### src/hdl/pse_pkg.sv
`timescale 1ns / 1ps
// ----------------------------------------------------------------------------
// pse_pkg
// Shared types, constants and functions of the stored-deflate PNG encoder.
// ----------------------------------------------------------------------------
package pse_pkg;

  localparam int unsigned CfgIdxW = 1;
  localparam int unsigned CfgDataW = 13;
  localparam logic [CfgIdxW-1:0] REG_WIDTH = 1'b0;
  localparam logic [CfgIdxW-1:0] REG_HEIGHT = 1'b1;

  // largest stored image size
  localparam int unsigned MAX_WIDTH  = 4096;
  localparam int unsigned MAX_HEIGHT = 4096;

  localparam logic [31:0] CRC_POLY = 32'hEDB88320;
  localparam logic [16:0] ADLER_MOD = 17'd65521;
  localparam logic [25:0] BLOCK_MAX = 26'd65535;

  // kinds of output byte
  typedef enum logic [3:0] {
    K_PRE,      // signature, IHDR, IDAT length and type, zlib header
    K_BHDR,     // stored block header byte
    K_FILT,     // filter byte
    K_PIX,      // pixel byte
    K_ADLER,    // adler-32 bytes
    K_DCRC,     // idat crc bytes
    K_TAIL      // IEND chunk
  } kind_e;

  // one queued item from the front part
  typedef struct packed {
    logic [7:0] px;
    logic       first;    // image start: emit preamble
    logic       filt;     // row starts: filter byte
    logic       endimg;   // last raw byte of the image
  } job_t;

  // one step of the bit-serial CRC-32, eight bits in one call
  function automatic logic [31:0] crc_byte(input logic [31:0] c, input logic [7:0] b);
    logic [31:0] r;
    r = c ^ {24'd0, b};
    for (int k = 0; k < 8; k++) begin
      r = (r >> 1) ^ (CRC_POLY & {32{r[0]}});
    end
    return r;
  endfunction

  // fixed tail bytes: length 0, "IEND", crc of IEND
  function automatic logic [7:0] tail_byte(input logic [3:0] i);
    logic [7:0] r;
    unique case (i)
      4'd0, 4'd1, 4'd2, 4'd3: r = 8'h00;
      4'd4: r = 8'h49;
      4'd5: r = 8'h45;
      4'd6: r = 8'h4E;
      4'd7: r = 8'h44;
      4'd8: r = 8'hAE;
      4'd9: r = 8'h42;
      4'd10: r = 8'h60;
      4'd11: r = 8'h82;
      default: r = 8'h00;
    endcase
    return r;
  endfunction

endpackage

### src/hdl/pse_front.sv
`timescale 1ns / 1ps
// ----------------------------------------------------------------------------
// pse_front
// Accepts pixel bytes, tracks row and image position, queues classified items.
// ----------------------------------------------------------------------------
module pse_front #(
  parameter int unsigned Depth = 4
) (
  input  logic            clk_i,
  input  logic            rst_ni,
  input  logic            push_i,
  output logic            full_o,
  input  logic [7:0]      pixel_byte_i,
  input  logic [12:0]     width_i,
  input  logic [12:0]     height_i,
  output logic            idle_o,
  input  logic            deq_i,
  output logic            qvalid_o,
  output pse_pkg::job_t   job_o
);
  import pse_pkg::*;

  localparam int unsigned PtrW = $clog2(Depth);

  logic          started_q;
  logic [14:0]   col_q;    // raw bytes of the current row seen, filter excluded
  logic [12:0]   row_q;
  job_t          mem_q [Depth];
  logic [PtrW-1:0] wp_q, rp_q;
  logic [PtrW:0]   cnt_q;
  logic          acc;
  job_t          nj;
  logic          row_end;

  assign full_o   = (cnt_q == (PtrW+1)'(Depth));
  assign acc      = push_i && !full_o;
  assign qvalid_o = (cnt_q != '0);
  assign job_o    = mem_q[rp_q];
  assign idle_o   = !started_q && (cnt_q == '0);

  // classify the incoming byte
  assign row_end = (col_q + 15'd1 == 15'd3 * {2'd0, width_i});
  always_comb begin
    nj.px     = pixel_byte_i;
    nj.first  = !started_q;
    nj.filt   = (col_q == '0);
    nj.endimg = row_end && (row_q + 13'd1 == height_i);
  end

  // position tracking
  always_ff @(posedge clk_i or negedge rst_ni) begin
    if (!rst_ni) begin
      started_q <= 1'b0;
      col_q     <= '0;
      row_q     <= '0;
    end else if (acc) begin
      if (nj.endimg) begin
        started_q <= 1'b0;
        col_q     <= '0;
        row_q     <= '0;
      end else begin
        started_q <= 1'b1;
        if (row_end) begin
          col_q <= '0;
          row_q <= row_q + 13'd1;
        end else begin
          col_q <= col_q + 15'd1;
        end
      end
    end
  end

  // item queue
  always_ff @(posedge clk_i or negedge rst_ni) begin
    if (!rst_ni) begin
      wp_q  <= '0;
      rp_q  <= '0;
      cnt_q <= '0;
    end else begin
      if (acc) wp_q <= wp_q + PtrW'(1);
      if (deq_i) rp_q <= rp_q + PtrW'(1);
      cnt_q <= cnt_q + (PtrW+1)'(acc) - (PtrW+1)'(deq_i);
    end
  end

  always_ff @(posedge clk_i) begin
    if (acc) mem_q[wp_q] <= nj;
  end

endmodule

### src/hdl/pse_back.sv
`timescale 1ns / 1ps
// ----------------------------------------------------------------------------
// pse_back
// Sequences each queued item into output bytes and keeps adler-32 and crc-32.
// ----------------------------------------------------------------------------
module pse_back (
  input  logic            clk_i,
  input  logic            rst_ni,
  input  logic [12:0]     width_i,
  input  logic [12:0]     height_i,
  input  logic            qvalid_i,
  input  pse_pkg::job_t   job_i,
  output logic            deq_o,
  output logic            ovalid_o,
  input  logic            oready_i,
  output logic [7:0]      byte_o,
  output logic            last_o,
  output logic            done_o
);
  import pse_pkg::*;

  logic [5:0]  idx_q;        // byte index within the current kind
  kind_e       kind_q;
  logic        busy_q;
  logic [25:0] rem_q;        // raw bytes still to come
  logic [15:0] blk_q;        // bytes left in the current stored block
  logic [15:0] alo_q, ahi_q;
  logic [31:0] crc_q, hcrc_q;
  logic [31:0] ilen_q;
  logic [25:0] raw_total;
  logic [25:0] blocks;
  logic [26:0] bsum;
  logic [16:0] bfold;
  logic [7:0]  pre_b, cur_b;
  logic        step, crc_en, rst_crc;
  logic [15:0] bn;
  logic [16:0] alo_s, ahi_s;
  logic [15:0] alo_n;
  kind_e       nkind;
  logic [5:0]  nidx;
  logic        endjob;
  logic [31:0] ad;

  // output register
  logic        ov_q;
  logic [7:0]  ob_q;
  logic        ol_q, od_q;
  assign ovalid_o = ov_q;
  assign byte_o   = ob_q;
  assign last_o   = ol_q;
  assign done_o   = od_q;
  assign step     = busy_q && (!ov_q || oready_i);

  // stream size, worked out at image start (one multiply)
  assign raw_total = 26'(height_i) * (26'd1 + 26'd3 * 26'(width_i));

  // stored block count, ceil(raw / 65535) from the loaded raw total
  assign bsum   = {1'b0, rem_q} + 27'd65534;
  assign bfold  = {6'd0, bsum[26:16]} + {1'b0, bsum[15:0]};
  assign blocks = {15'd0, bsum[26:16]} + 26'(bfold >= 17'd65535);

  // preamble byte for an index
  always_comb begin
    unique case (idx_q)
      6'd0: pre_b = 8'h89;  6'd1: pre_b = 8'h50;  6'd2: pre_b = 8'h4E;
      6'd3: pre_b = 8'h47;  6'd4: pre_b = 8'h0D;  6'd5: pre_b = 8'h0A;
      6'd6: pre_b = 8'h1A;  6'd7: pre_b = 8'h0A;
      6'd8, 6'd9, 6'd10: pre_b = 8'h00;  6'd11: pre_b = 8'h0D;
      6'd12: pre_b = 8'h49; 6'd13: pre_b = 8'h48; 6'd14: pre_b = 8'h44;
      6'd15: pre_b = 8'h52;
      6'd16, 6'd17: pre_b = 8'h00;
      6'd18: pre_b = {3'd0, width_i[12:8]};  6'd19: pre_b = width_i[7:0];
      6'd20, 6'd21: pre_b = 8'h00;
      6'd22: pre_b = {3'd0, height_i[12:8]}; 6'd23: pre_b = height_i[7:0];
      6'd24: pre_b = 8'h08; 6'd25: pre_b = 8'h02;
      6'd26, 6'd27, 6'd28: pre_b = 8'h00;
      6'd29: pre_b = ~hcrc_q[31:24]; 6'd30: pre_b = ~hcrc_q[23:16];
      6'd31: pre_b = ~hcrc_q[15:8];  6'd32: pre_b = ~hcrc_q[7:0];
      6'd33: pre_b = ilen_q[31:24];  6'd34: pre_b = ilen_q[23:16];
      6'd35: pre_b = ilen_q[15:8];   6'd36: pre_b = ilen_q[7:0];
      6'd37: pre_b = 8'h49; 6'd38: pre_b = 8'h44; 6'd39: pre_b = 8'h41;
      6'd40: pre_b = 8'h54; 6'd41: pre_b = 8'h78; 6'd42: pre_b = 8'h01;
      default: pre_b = 8'h00;
    endcase
  end

  assign bn = (rem_q < BLOCK_MAX) ? rem_q[15:0] : 16'hFFFF;
  assign ad = {ahi_q, alo_q};

  // current byte and next position
  always_comb begin
    cur_b   = 8'h00;
    crc_en  = 1'b0;
    rst_crc = 1'b0;
    nkind   = kind_q;
    nidx    = idx_q + 6'd1;
    endjob  = 1'b0;
    unique case (kind_q)
      K_PRE: begin
        cur_b  = pre_b;
        crc_en = (idx_q >= 6'd37);
        rst_crc = (idx_q == 6'd36);
        if (idx_q == 6'd42) begin
          nidx  = '0;
          nkind = (blk_q == '0) ? K_BHDR : (job_i.filt ? K_FILT : K_PIX);
        end
      end
      K_BHDR: begin
        crc_en = 1'b1;
        unique case (idx_q[2:0])
          3'd0: cur_b = {7'd0, rem_q <= BLOCK_MAX};
          3'd1: cur_b = bn[7:0];
          3'd2: cur_b = bn[15:8];
          3'd3: cur_b = ~bn[7:0];
          default: cur_b = ~bn[15:8];
        endcase
        if (idx_q[2:0] == 3'd4) begin
          nidx  = '0;
          nkind = (job_i.filt && !idx_q[3]) ? K_FILT : K_PIX;
        end
      end
      K_FILT, K_PIX: begin
        crc_en = 1'b1;
        cur_b  = (kind_q == K_FILT) ? 8'h00 : job_i.px;
        nidx   = '0;
        if (kind_q == K_FILT) begin
          nkind = (blk_q == 16'd1 && rem_q != 26'd1) ? K_BHDR : K_PIX;
          // a header after the filter byte counts from index 8
          if (nkind == K_BHDR) nidx = 6'd8;
        end else if (job_i.endimg) begin
          nkind = K_ADLER;
        end else begin
          endjob = 1'b1;
        end
      end
      K_ADLER: begin
        crc_en = 1'b1;
        unique case (idx_q[1:0])
          2'd0: cur_b = ad[31:24];
          2'd1: cur_b = ad[23:16];
          2'd2: cur_b = ad[15:8];
          default: cur_b = ad[7:0];
        endcase
        if (idx_q == 6'd3) begin
          nidx  = '0;
          nkind = K_DCRC;
        end
      end
      K_DCRC: begin
        unique case (idx_q[1:0])
          2'd0: cur_b = ~crc_q[31:24];
          2'd1: cur_b = ~crc_q[23:16];
          2'd2: cur_b = ~crc_q[15:8];
          default: cur_b = ~crc_q[7:0];
        endcase
        if (idx_q == 6'd3) begin
          nidx  = '0;
          nkind = K_TAIL;
        end
      end
      K_TAIL: begin
        cur_b = tail_byte(idx_q[3:0]);
        if (idx_q == 6'd11) endjob = 1'b1;
      end
      default: begin
        endjob = 1'b1;
      end
    endcase
  end

  // adler update over raw bytes
  assign alo_s = {1'b0, alo_q} + {9'd0, cur_b};
  assign alo_n = (alo_s >= ADLER_MOD) ? 16'(alo_s - ADLER_MOD) : alo_s[15:0];
  assign ahi_s = {1'b0, ahi_q} + {1'b0, alo_n};

  assign deq_o = step && endjob;

  // sequencer and running sums
  always_ff @(posedge clk_i or negedge rst_ni) begin
    if (!rst_ni) begin
      busy_q <= 1'b0;
      kind_q <= K_PIX;
      idx_q  <= '0;
      rem_q  <= '0;
      blk_q  <= '0;
      alo_q  <= 16'd1;
      ahi_q  <= '0;
      crc_q  <= '1;
      hcrc_q <= '0;
      ilen_q <= '0;
      ov_q   <= 1'b0;
      ob_q   <= '0;
      ol_q   <= 1'b0;
      od_q   <= 1'b0;
    end else begin
      if (ov_q && oready_i && !step) ov_q <= 1'b0;
      if (!busy_q && qvalid_i && !(ov_q && !oready_i)) begin
        // load a new item
        busy_q <= 1'b1;
        idx_q  <= '0;
        if (job_i.first) begin
          kind_q <= K_PRE;
          rem_q  <= raw_total;
          blk_q  <= '0;
          alo_q  <= 16'd1;
          ahi_q  <= '0;
          // ihdr crc over the type and the width
          hcrc_q <= crc_byte(crc_byte(crc_byte(crc_byte(crc_byte(crc_byte(
                      crc_byte(crc_byte(32'hFFFFFFFF, 8'h49), 8'h48), 8'h44),
                      8'h52), 8'h00), 8'h00), {3'd0, width_i[12:8]}),
                      width_i[7:0]);
        end else begin
          kind_q <= (blk_q == '0) ? K_BHDR : (job_i.filt ? K_FILT : K_PIX);
        end
      end else if (step) begin
        ov_q  <= 1'b1;
        ob_q  <= cur_b;
        ol_q  <= endjob;
        od_q  <= endjob && (kind_q == K_TAIL);
        idx_q <= nidx;
        kind_q <= nkind;
        if (endjob) busy_q <= 1'b0;
        if (crc_en) crc_q <= crc_byte(crc_q, cur_b);
        if (rst_crc) crc_q <= '1;
        // ihdr crc over height and the fixed tail, idat length in two steps
        if (kind_q == K_PRE && idx_q == 6'd0) begin
          hcrc_q <= crc_byte(crc_byte(crc_byte(crc_byte(crc_byte(crc_byte(
                    crc_byte(crc_byte(crc_byte(hcrc_q, 8'h00), 8'h00),
                    {3'd0, height_i[12:8]}), height_i[7:0]), 8'h08), 8'h02),
                    8'h00), 8'h00), 8'h00);
          ilen_q <= {6'd0, blocks};
        end
        if (kind_q == K_PRE && idx_q == 6'd1) begin
          ilen_q <= (ilen_q << 2) + ilen_q + 32'(rem_q) + 32'd6;
        end
        if (kind_q == K_BHDR && idx_q[2:0] == 3'd4) blk_q <= bn;
        if (kind_q == K_FILT || kind_q == K_PIX) begin
          alo_q <= alo_n;
          ahi_q <= (ahi_s >= ADLER_MOD) ? 16'(ahi_s - ADLER_MOD) : ahi_s[15:0];
          if (rem_q != '0) rem_q <= rem_q - 26'd1;
          if (blk_q != '0) blk_q <= blk_q - 16'd1;
        end
        if (kind_q == K_TAIL && endjob) begin
          crc_q <= '1;
          blk_q <= '0;
          rem_q <= '0;
          alo_q <= 16'd1;
          ahi_q <= '0;
        end
      end
    end
  end

endmodule

### src/hdl/png_stored_rgb_encoder.sv
`timescale 1ns / 1ps
// ----------------------------------------------------------------------------
// png_stored_rgb_encoder
// Pixel bytes in, complete uncompressed PNG file bytes out.
// ----------------------------------------------------------------------------
// channel   direction  handshake       payload
// pixels    in         push/full       pixel_byte_i
// png       out        pop/empty       out_byte_o, last_o, image_done_o
// config    in         cfg_we_i        cfg_idx_i, cfg_data_i
//
// The back sequencer emits one output byte per step unless the output stalls; a
// pixel byte gives one, plus one filter byte per row, five for a block header,
// 43 at image start and 20 at image end; loading each item emits no byte.
// Reset clears position and checksums; size registers reset to 1.
// A four-entry item queue lets the input run ahead while output stalls.
// ----------------------------------------------------------------------------
module png_stored_rgb_encoder (
  input  logic                         clk_i,
  input  logic                         rst_ni,
  input  logic                         push,
  output logic                         full,
  input  logic [7:0]                   pixel_byte_i,
  output logic                         empty,
  input  logic                         pop,
  output logic [7:0]                   out_byte_o,
  output logic                         last_o,
  output logic                         image_done_o,
  input  logic                         cfg_we_i,
  input  logic [pse_pkg::CfgIdxW-1:0]  cfg_idx_i,
  input  logic [pse_pkg::CfgDataW-1:0] cfg_data_i
);
  import pse_pkg::*;

  logic [12:0] width_q, height_q, cv, wv, hv;
  logic        idle, deq, qvalid, ovalid;
  job_t        job;

  // clamp writes into range
  assign cv = (cfg_data_i == '0) ? 13'd1 : cfg_data_i;
  assign wv = (32'(cv) > MAX_WIDTH) ? 13'(MAX_WIDTH) : cv;
  assign hv = (32'(cv) > MAX_HEIGHT) ? 13'(MAX_HEIGHT) : cv;

  always_ff @(posedge clk_i or negedge rst_ni) begin
    if (!rst_ni) begin
      width_q  <= 13'd1;
      height_q <= 13'd1;
    end else if (cfg_we_i && idle) begin
      unique case (cfg_idx_i)
        REG_WIDTH:  width_q <= wv;
        default:    height_q <= hv;
      endcase
    end
  end

  pse_front u_front (
    .clk_i, .rst_ni, .push_i(push), .full_o(full), .pixel_byte_i,
    .width_i(width_q), .height_i(height_q), .idle_o(idle),
    .deq_i(deq), .qvalid_o(qvalid), .job_o(job)
  );

  pse_back u_back (
    .clk_i, .rst_ni, .width_i(width_q), .height_i(height_q),
    .qvalid_i(qvalid), .job_i(job), .deq_o(deq),
    .ovalid_o(ovalid), .oready_i(pop), .byte_o(out_byte_o),
    .last_o, .done_o(image_done_o)
  );

  assign empty = !ovalid;

  // file end always closes an item
  a_done_last: assert property (@(posedge clk_i) disable iff (!rst_ni)
    (!empty && image_done_o) |-> last_o) else $error("done without last");

  // result holds while stalled
  a_hold: assert property (@(posedge clk_i) disable iff (!rst_ni)
    (!empty && !pop) |=> (!empty && $stable(out_byte_o)))
    else $error("result changed under stall");

endmodule
### config.mk
export PLATFORM = sky130hd
export DESIGN_NAME = png_stored_rgb_encoder
export DESIGN_NICKNAME = d
export VERILOG_FILES = /design/src/hdl/pse_pkg.sv /design/src/hdl/pse_front.sv /design/src/hdl/pse_back.sv /design/src/hdl/png_stored_rgb_encoder.sv
export SDC_FILE = /design/constraint.sdc
export NUM_CORES = 2
export LEC_CHECK = 0
export BUFFER_PORTS_ARGS = -buffer_cell sky130_fd_sc_hd__buf_2
export CAP_MARGIN = 15
export CORE_ASPECT_RATIO = 0.5
export CORE_MARGIN = 5
export CORE_UTILIZATION = 61
export CTS_BUF_LIST = sky130_fd_sc_hd__clkbuf_8
export CTS_CLUSTER_SIZE = 8
export DETAILED_ROUTE_END_ITERATION = 12
export GPL_TIMING_DRIVEN = 0
export PLACE_DENSITY = 0.8
export SLEW_MARGIN = 20
export SYNTH_ARGS = -nofsm -noshare
export SYNTH_HDL_FRONTEND = slang
export SYNTH_SLANG_ARGS = --single-unit
### constraint.sdc
create_clock -name clk_i -period 8.75 [get_ports clk_i]
set_input_delay 2.1875 -clock clk_i [delete_from_list [all_inputs] [get_ports clk_i]]
set_output_delay 2.1875 -clock clk_i [all_outputs]
set_load 0.03 [all_outputs]
==> results.md <==
Yosys:
- Ranked by total cell area, the synthesized netlist is headed by sky130_fd_sc_hd__xnor2_1, sky130_fd_sc_hd__dfrtp_1, sky130_fd_sc_hd__fa_1.
- Synthesis produced a netlist whose cell count is 3952.
- Among all flip-flop cells after synthesis, the most frequent one is sky130_fd_sc_hd__dfrtp_1.
- The Yosys step of the flow raised 0 warnings.
- The number of distinct library cells after synthesis is 76.
- The cell area after synthesis is 35240 sq um.
- In the synthesized netlist, the cells that appear most often are sky130_fd_sc_hd__xnor2_1, sky130_fd_sc_hd__nand2_1, sky130_fd_sc_hd__inv_1.
- The number of synthesized flops with an enable pin is 44.
- The share of the Yosys chip area taken by registers is 21.85%.
- The post-synthesis async set-or-reset flop share is 85.19%.
- Synthesis inferred 297 register bits.
- The net count after synthesis is 4363.
- The area share of the leading cell type in the synthesized netlist is 15.39%.
- A synthesized cell averages 8.916 sq um.
- The cell with the most instances after synthesis is sky130_fd_sc_hd__xnor2_1.
- The cell type with the largest total area after synthesis is sky130_fd_sc_hd__xnor2_1.

Layout:
- The share of final-layout standard cells stronger than drive strength 1 is 13.55%.
- With fillers left out, the area of the finished cells amounts to 39270 sq um.
- The repair_antennas step left the layout with diodes totalling 0.
- The count of nets after finishing is 4534.
- Relative to the synthesized area, the layout overhead comes to 11.43%.

Placed design:
- After detailed placement, the total cell area comes to 36560 sq um.
- The count of buffers from port buffering is 38.
- At the end of routability-driven placement, the weighted congestion stood at 1.029.
- The sum of net half-perimeters after detailed placement is 86710 microns.

Setup path:
- The critical path required time is 9.28 ns.
- The worst setup path is launched from a register.
- For flop-to-flop paths, the worst setup slack is -0.35 ns.
- For the worst flop-to-flop path, the logic depth is 51.
- The class of the most critical setup path is register to register.
- In this run the worst path has a maximum fanout of 6.
- In this run the critical register-to-register path is launched from u_back.idx_q[0]$_DFFE_PN0N_.
- The slowest stage of the critical path is the sky130_fd_sc_hd__a221o_1 cell.
- The endpoint of the most critical register-to-register path is u_back.ahi_q[15]$_DFFE_PN0P_.
- The nature of the critical path endpoint is a register.
- At the worst endpoint, the arrival time is 9.63 ns.
- In this design, the critical path's most frequently occurring cell is sky130_fd_sc_hd__buf_4.
- The biggest cell delay along the critical path is 0.46 ns.

Timing:
- In the finished design, the share of the clock period the worst path needs comes to 104.0%.
- The actual transition at the worst max-transition pin is 1.135 ns.
- The worst slew margin relative to its limit is 24.31%.
- The final critical-path setup slack is -0.3471 ns.
- On the final layout, the worst clock skew is 0.06588 ns.
- On the final layout, the worst hold slack is 0.4743 ns.
- Setup repair after global routing could not meet its margin everywhere.
- After routing, the total negative slack on setup checks comes to -3.925 ns.
- The minimum clock period after layout is 9.097 ns.
- Setup violations remaining at the end of the flow were counted as 16.
- The number of hold violations in the final report was 0.
- The maximum frequency from static timing analysis is 109.9 MHz.
- The count of pins over their slew limit is 0.

Clocking:
- The later pin in the worst-skew pair is clocked with a latency of 0.68 ns.
- The number of H-tree levels is 2.
- The clock passes through at most 3 buffers.
- The clock transition at the register clock pins on the worst setup and hold paths after CTS is 0.07 ns.
- The clock drives 297 sinks.
- The number of hold buffers added after cts is 0.
- TritonCTS built the clock tree.
- In this run the clock root is driven by a sky130_fd_sc_hd__clkbuf_8.
- The total CTS buffers is 49.

Route:
- The residual DRC count is 0.
- The detail-routed net length per standard cell is 22.77 microns.
- Once detail routing completed, the nets flagged for antenna violations numbered 0.
- The detailed-route vias per instance is 6.152.
- The detailed router finished its first iteration with 3293 violations.
- In the detailed route, the total length drawn on met2 is 48990 microns.
- Summed over all layers, the routed wires come to 112200 microns.
- After detailed routing, the met3 layer carries 12310 microns of wire.
- Before antenna repair, the detailed router went through 9 iterations.
- The overall via count from detail_route is 30.33k.
- The top routing layer in use is met5.
- The detailed router put a total of 46720 microns of wire on met1.

GRT:
- The overall overflow remaining after global route is 0.
- The first global-routing pass estimated 174100 microns of wire.
- The initial antenna violation count is 2.
- The largest net degree at the start of global routing is 95.
- Global routing consumed, over all layers together, 35.19% of the routing resources.
- The via count of the first global-routing pass is 30.17k.

Worst hold path:
- The worst hold path startpoint is u_back.byte_o[5]$_DFFE_PN0P_.
- The number of cells traversed by the worst hold path is 2.
- The worst hold path terminates at u_back.byte_o[5]$_DFFE_PN0P_.
- The path class of the lowest-slack min-delay path is register to register.

Floorplanning:
- The number of rows created at floorplan is 62.
- The total core area is 57250 sq um.
- The die is 349.9 microns wide.
- The overall die height is 180.0 microns.
- The full die area is 62960 sq um.
- The starting density of the core is 61.55%.
- For this design the top-level I/O count stands at 39.

Run status:
- The checks that failed: setup timing.
- The flow ran to the end, but the final reports show violations.

Run:
- Max-cap violations in this run came to 0.
[routing by layer]
metal  up-vias  global-route usage (%)
li1      13557                       -
met1     14863                   49.51
met2      1628                   53.80
met3       279                   8.289
met4         2                   11.76
met5         -                       0
[worst max-delay path, delay by kind of cell, from the launching register on]
kind	cells	cell delay (ns)
AO/OA/AOI/OAI	22	3.77
XOR/XNOR	3	0.54
adder cells (fa/ha/maj)	3	0.73
buffers and inverters	12	1.37
flip-flops	1	0.45
multiplexers	1	0.36
AND/OR/NAND/NOR	10	1.68
[metrics by stage]
stage	setup slack (ns)	std cells	util (%)
after floorplan	0.01917	3952	-
after global placement	-2.619	4758	63.68
after detailed placement	-2.623	4762	63.86
after CTS	-0.01188	4907	67.66
after global routing	-0.7752	4930	68.59
final	-0.3471	4930	68.59
[how the worst max path moves through the flow]
stage | start | end | cells after the start
detailed placement | u_back.idx_q[0]$_DFFE_PN0N_ | u_back.ahi_q[14]$_DFFE_PN0P_ | 48
global route | u_back.idx_q[0]$_DFFE_PN0N_ | u_back.ahi_q[12]$_DFFE_PN0P_ | 50
CTS | u_back.idx_q[0]$_DFFE_PN0N_ | u_back.ahi_q[12]$_DFFE_PN0P_ | 50
finish | u_back.idx_q[0]$_DFFE_PN0N_ | u_back.ahi_q[15]$_DFFE_PN0P_ | 51
floorplan | u_back.rem_q[18]$_DFFE_PN0P_ | u_back.ahi_q[9]$_DFFE_PN0P_ | 51
global placement | u_back.idx_q[1]$_DFFE_PN0N_ | u_back.ahi_q[12]$_DFFE_PN0P_ | 48
[state kept, by name, indices dropped and copies added, names as in the netlist, 2 cells and up]
signal,flops
u_front.col_q,15
u_back.kind_q,3
u_back.hcrc_q,32
u_back.crc_q,32
u_back.alo_q,16
u_back.ilen_q,32
u_front.cnt_q,3
u_back.blk_q,16
u_front.mem_q,44
height_q,13
u_back.rem_q,26
width_q,13
u_front.wp_q,2
u_back.byte_o,8
u_front.row_q,13
u_back.idx_q,6
u_back.ahi_q,16
u_front.rp_q,2
[cells in the final DEF, fill, tap and decap left out, types with 16 or more instances in the layout]
cell type	netlist	routed
sky130_fd_sc_hd__a21oi_2	0	34
sky130_fd_sc_hd__o21ai_1	10	23
sky130_fd_sc_hd__a31oi_1	34	30
sky130_fd_sc_hd__clkbuf_8	0	65
sky130_fd_sc_hd__dfrtp_1	216	206
sky130_fd_sc_hd__a21oi_1	221	186
sky130_fd_sc_hd__o22ai_1	20	20
sky130_fd_sc_hd__inv_1	278	292
sky130_fd_sc_hd__a21o_1	21	21
sky130_fd_sc_hd__xor2_2	14	16
sky130_fd_sc_hd__fa_1	173	170
sky130_fd_sc_hd__buf_2	15	57
sky130_fd_sc_hd__o21bai_1	36	36
sky130_fd_sc_hd__o21ai_0	268	253
sky130_fd_sc_hd__nor4_1	27	21
sky130_fd_sc_hd__edfxtp_1	44	44
sky130_fd_sc_hd__o211ai_1	18	18
sky130_fd_sc_hd__clkbuf_1	175	136
sky130_fd_sc_hd__ha_1	211	197
sky130_fd_sc_hd__dfstp_2	37	37
sky130_fd_sc_hd__nor3_1	54	45
sky130_fd_sc_hd__nor2b_1	34	31
sky130_fd_sc_hd__buf_4	4	92
sky130_fd_sc_hd__o31ai_1	18	16
sky130_fd_sc_hd__nor2_1	251	237
sky130_fd_sc_hd__xnor2_2	40	57
sky130_fd_sc_hd__mux2i_1	24	24
sky130_fd_sc_hd__and2_1	78	76
sky130_fd_sc_hd__xor2_1	197	193
sky130_fd_sc_hd__xnor2_1	619	600
sky130_fd_sc_hd__nand2b_1	46	40
sky130_fd_sc_hd__nand2_1	393	387
sky130_fd_sc_hd__nand3_1	49	49
sky130_fd_sc_hd__a22o_1	16	16
sky130_fd_sc_hd__and3_1	35	28
sky130_fd_sc_hd__xnor3_1	28	28
sky130_fd_sc_hd__a22oi_1	18	18
sky130_fd_sc_hd__nand4_1	20	20
[timing repair]
item                                    in CTS  in global routing
pin swaps                                   64                 75
endpoints found under the setup margin      26                 21
setup buffers                               64                 27
resized for setup                          184                 89
[cell type report]
type | instances | area, sq um
Clock inverter | 28 | 142.6
Clock buffer | 62 | 853.3
Tap cell | 768 | 960.9
Timing Repair Buffer | 133 | 975.9
Sequential cell | 297 | 7711
Inverter | 279 | 1054
Buffer | 194 | 902.1
Fill cell | 4535 | 17980
Multi-Input combinational cell | 3169 | 26670
[logic make-up (layout without fill, tap and decap cells)]
| group | after synthesis | in the layout | share of synthesized area [%] |
|---|---|---|---|
| buffers and inverters | 486 | 696 | 5.294 |
| AO/OA/AOI/OAI | 786 | 786 | 13.42 |
| AND/OR/NAND/NOR | 1022 | 1022 | 13.31 |
| XOR/XNOR | 932 | 932 | 27.07 |
| adder cells (fa/ha/maj) | 384 | 384 | 17.32 |
| flip-flops | 297 | 297 | 21.85 |
| multiplexers | 45 | 45 | 1.736 |
Power is not shown: default switching activity piles up to over one toggle a cycle in this logic, so the estimate is an artifact.
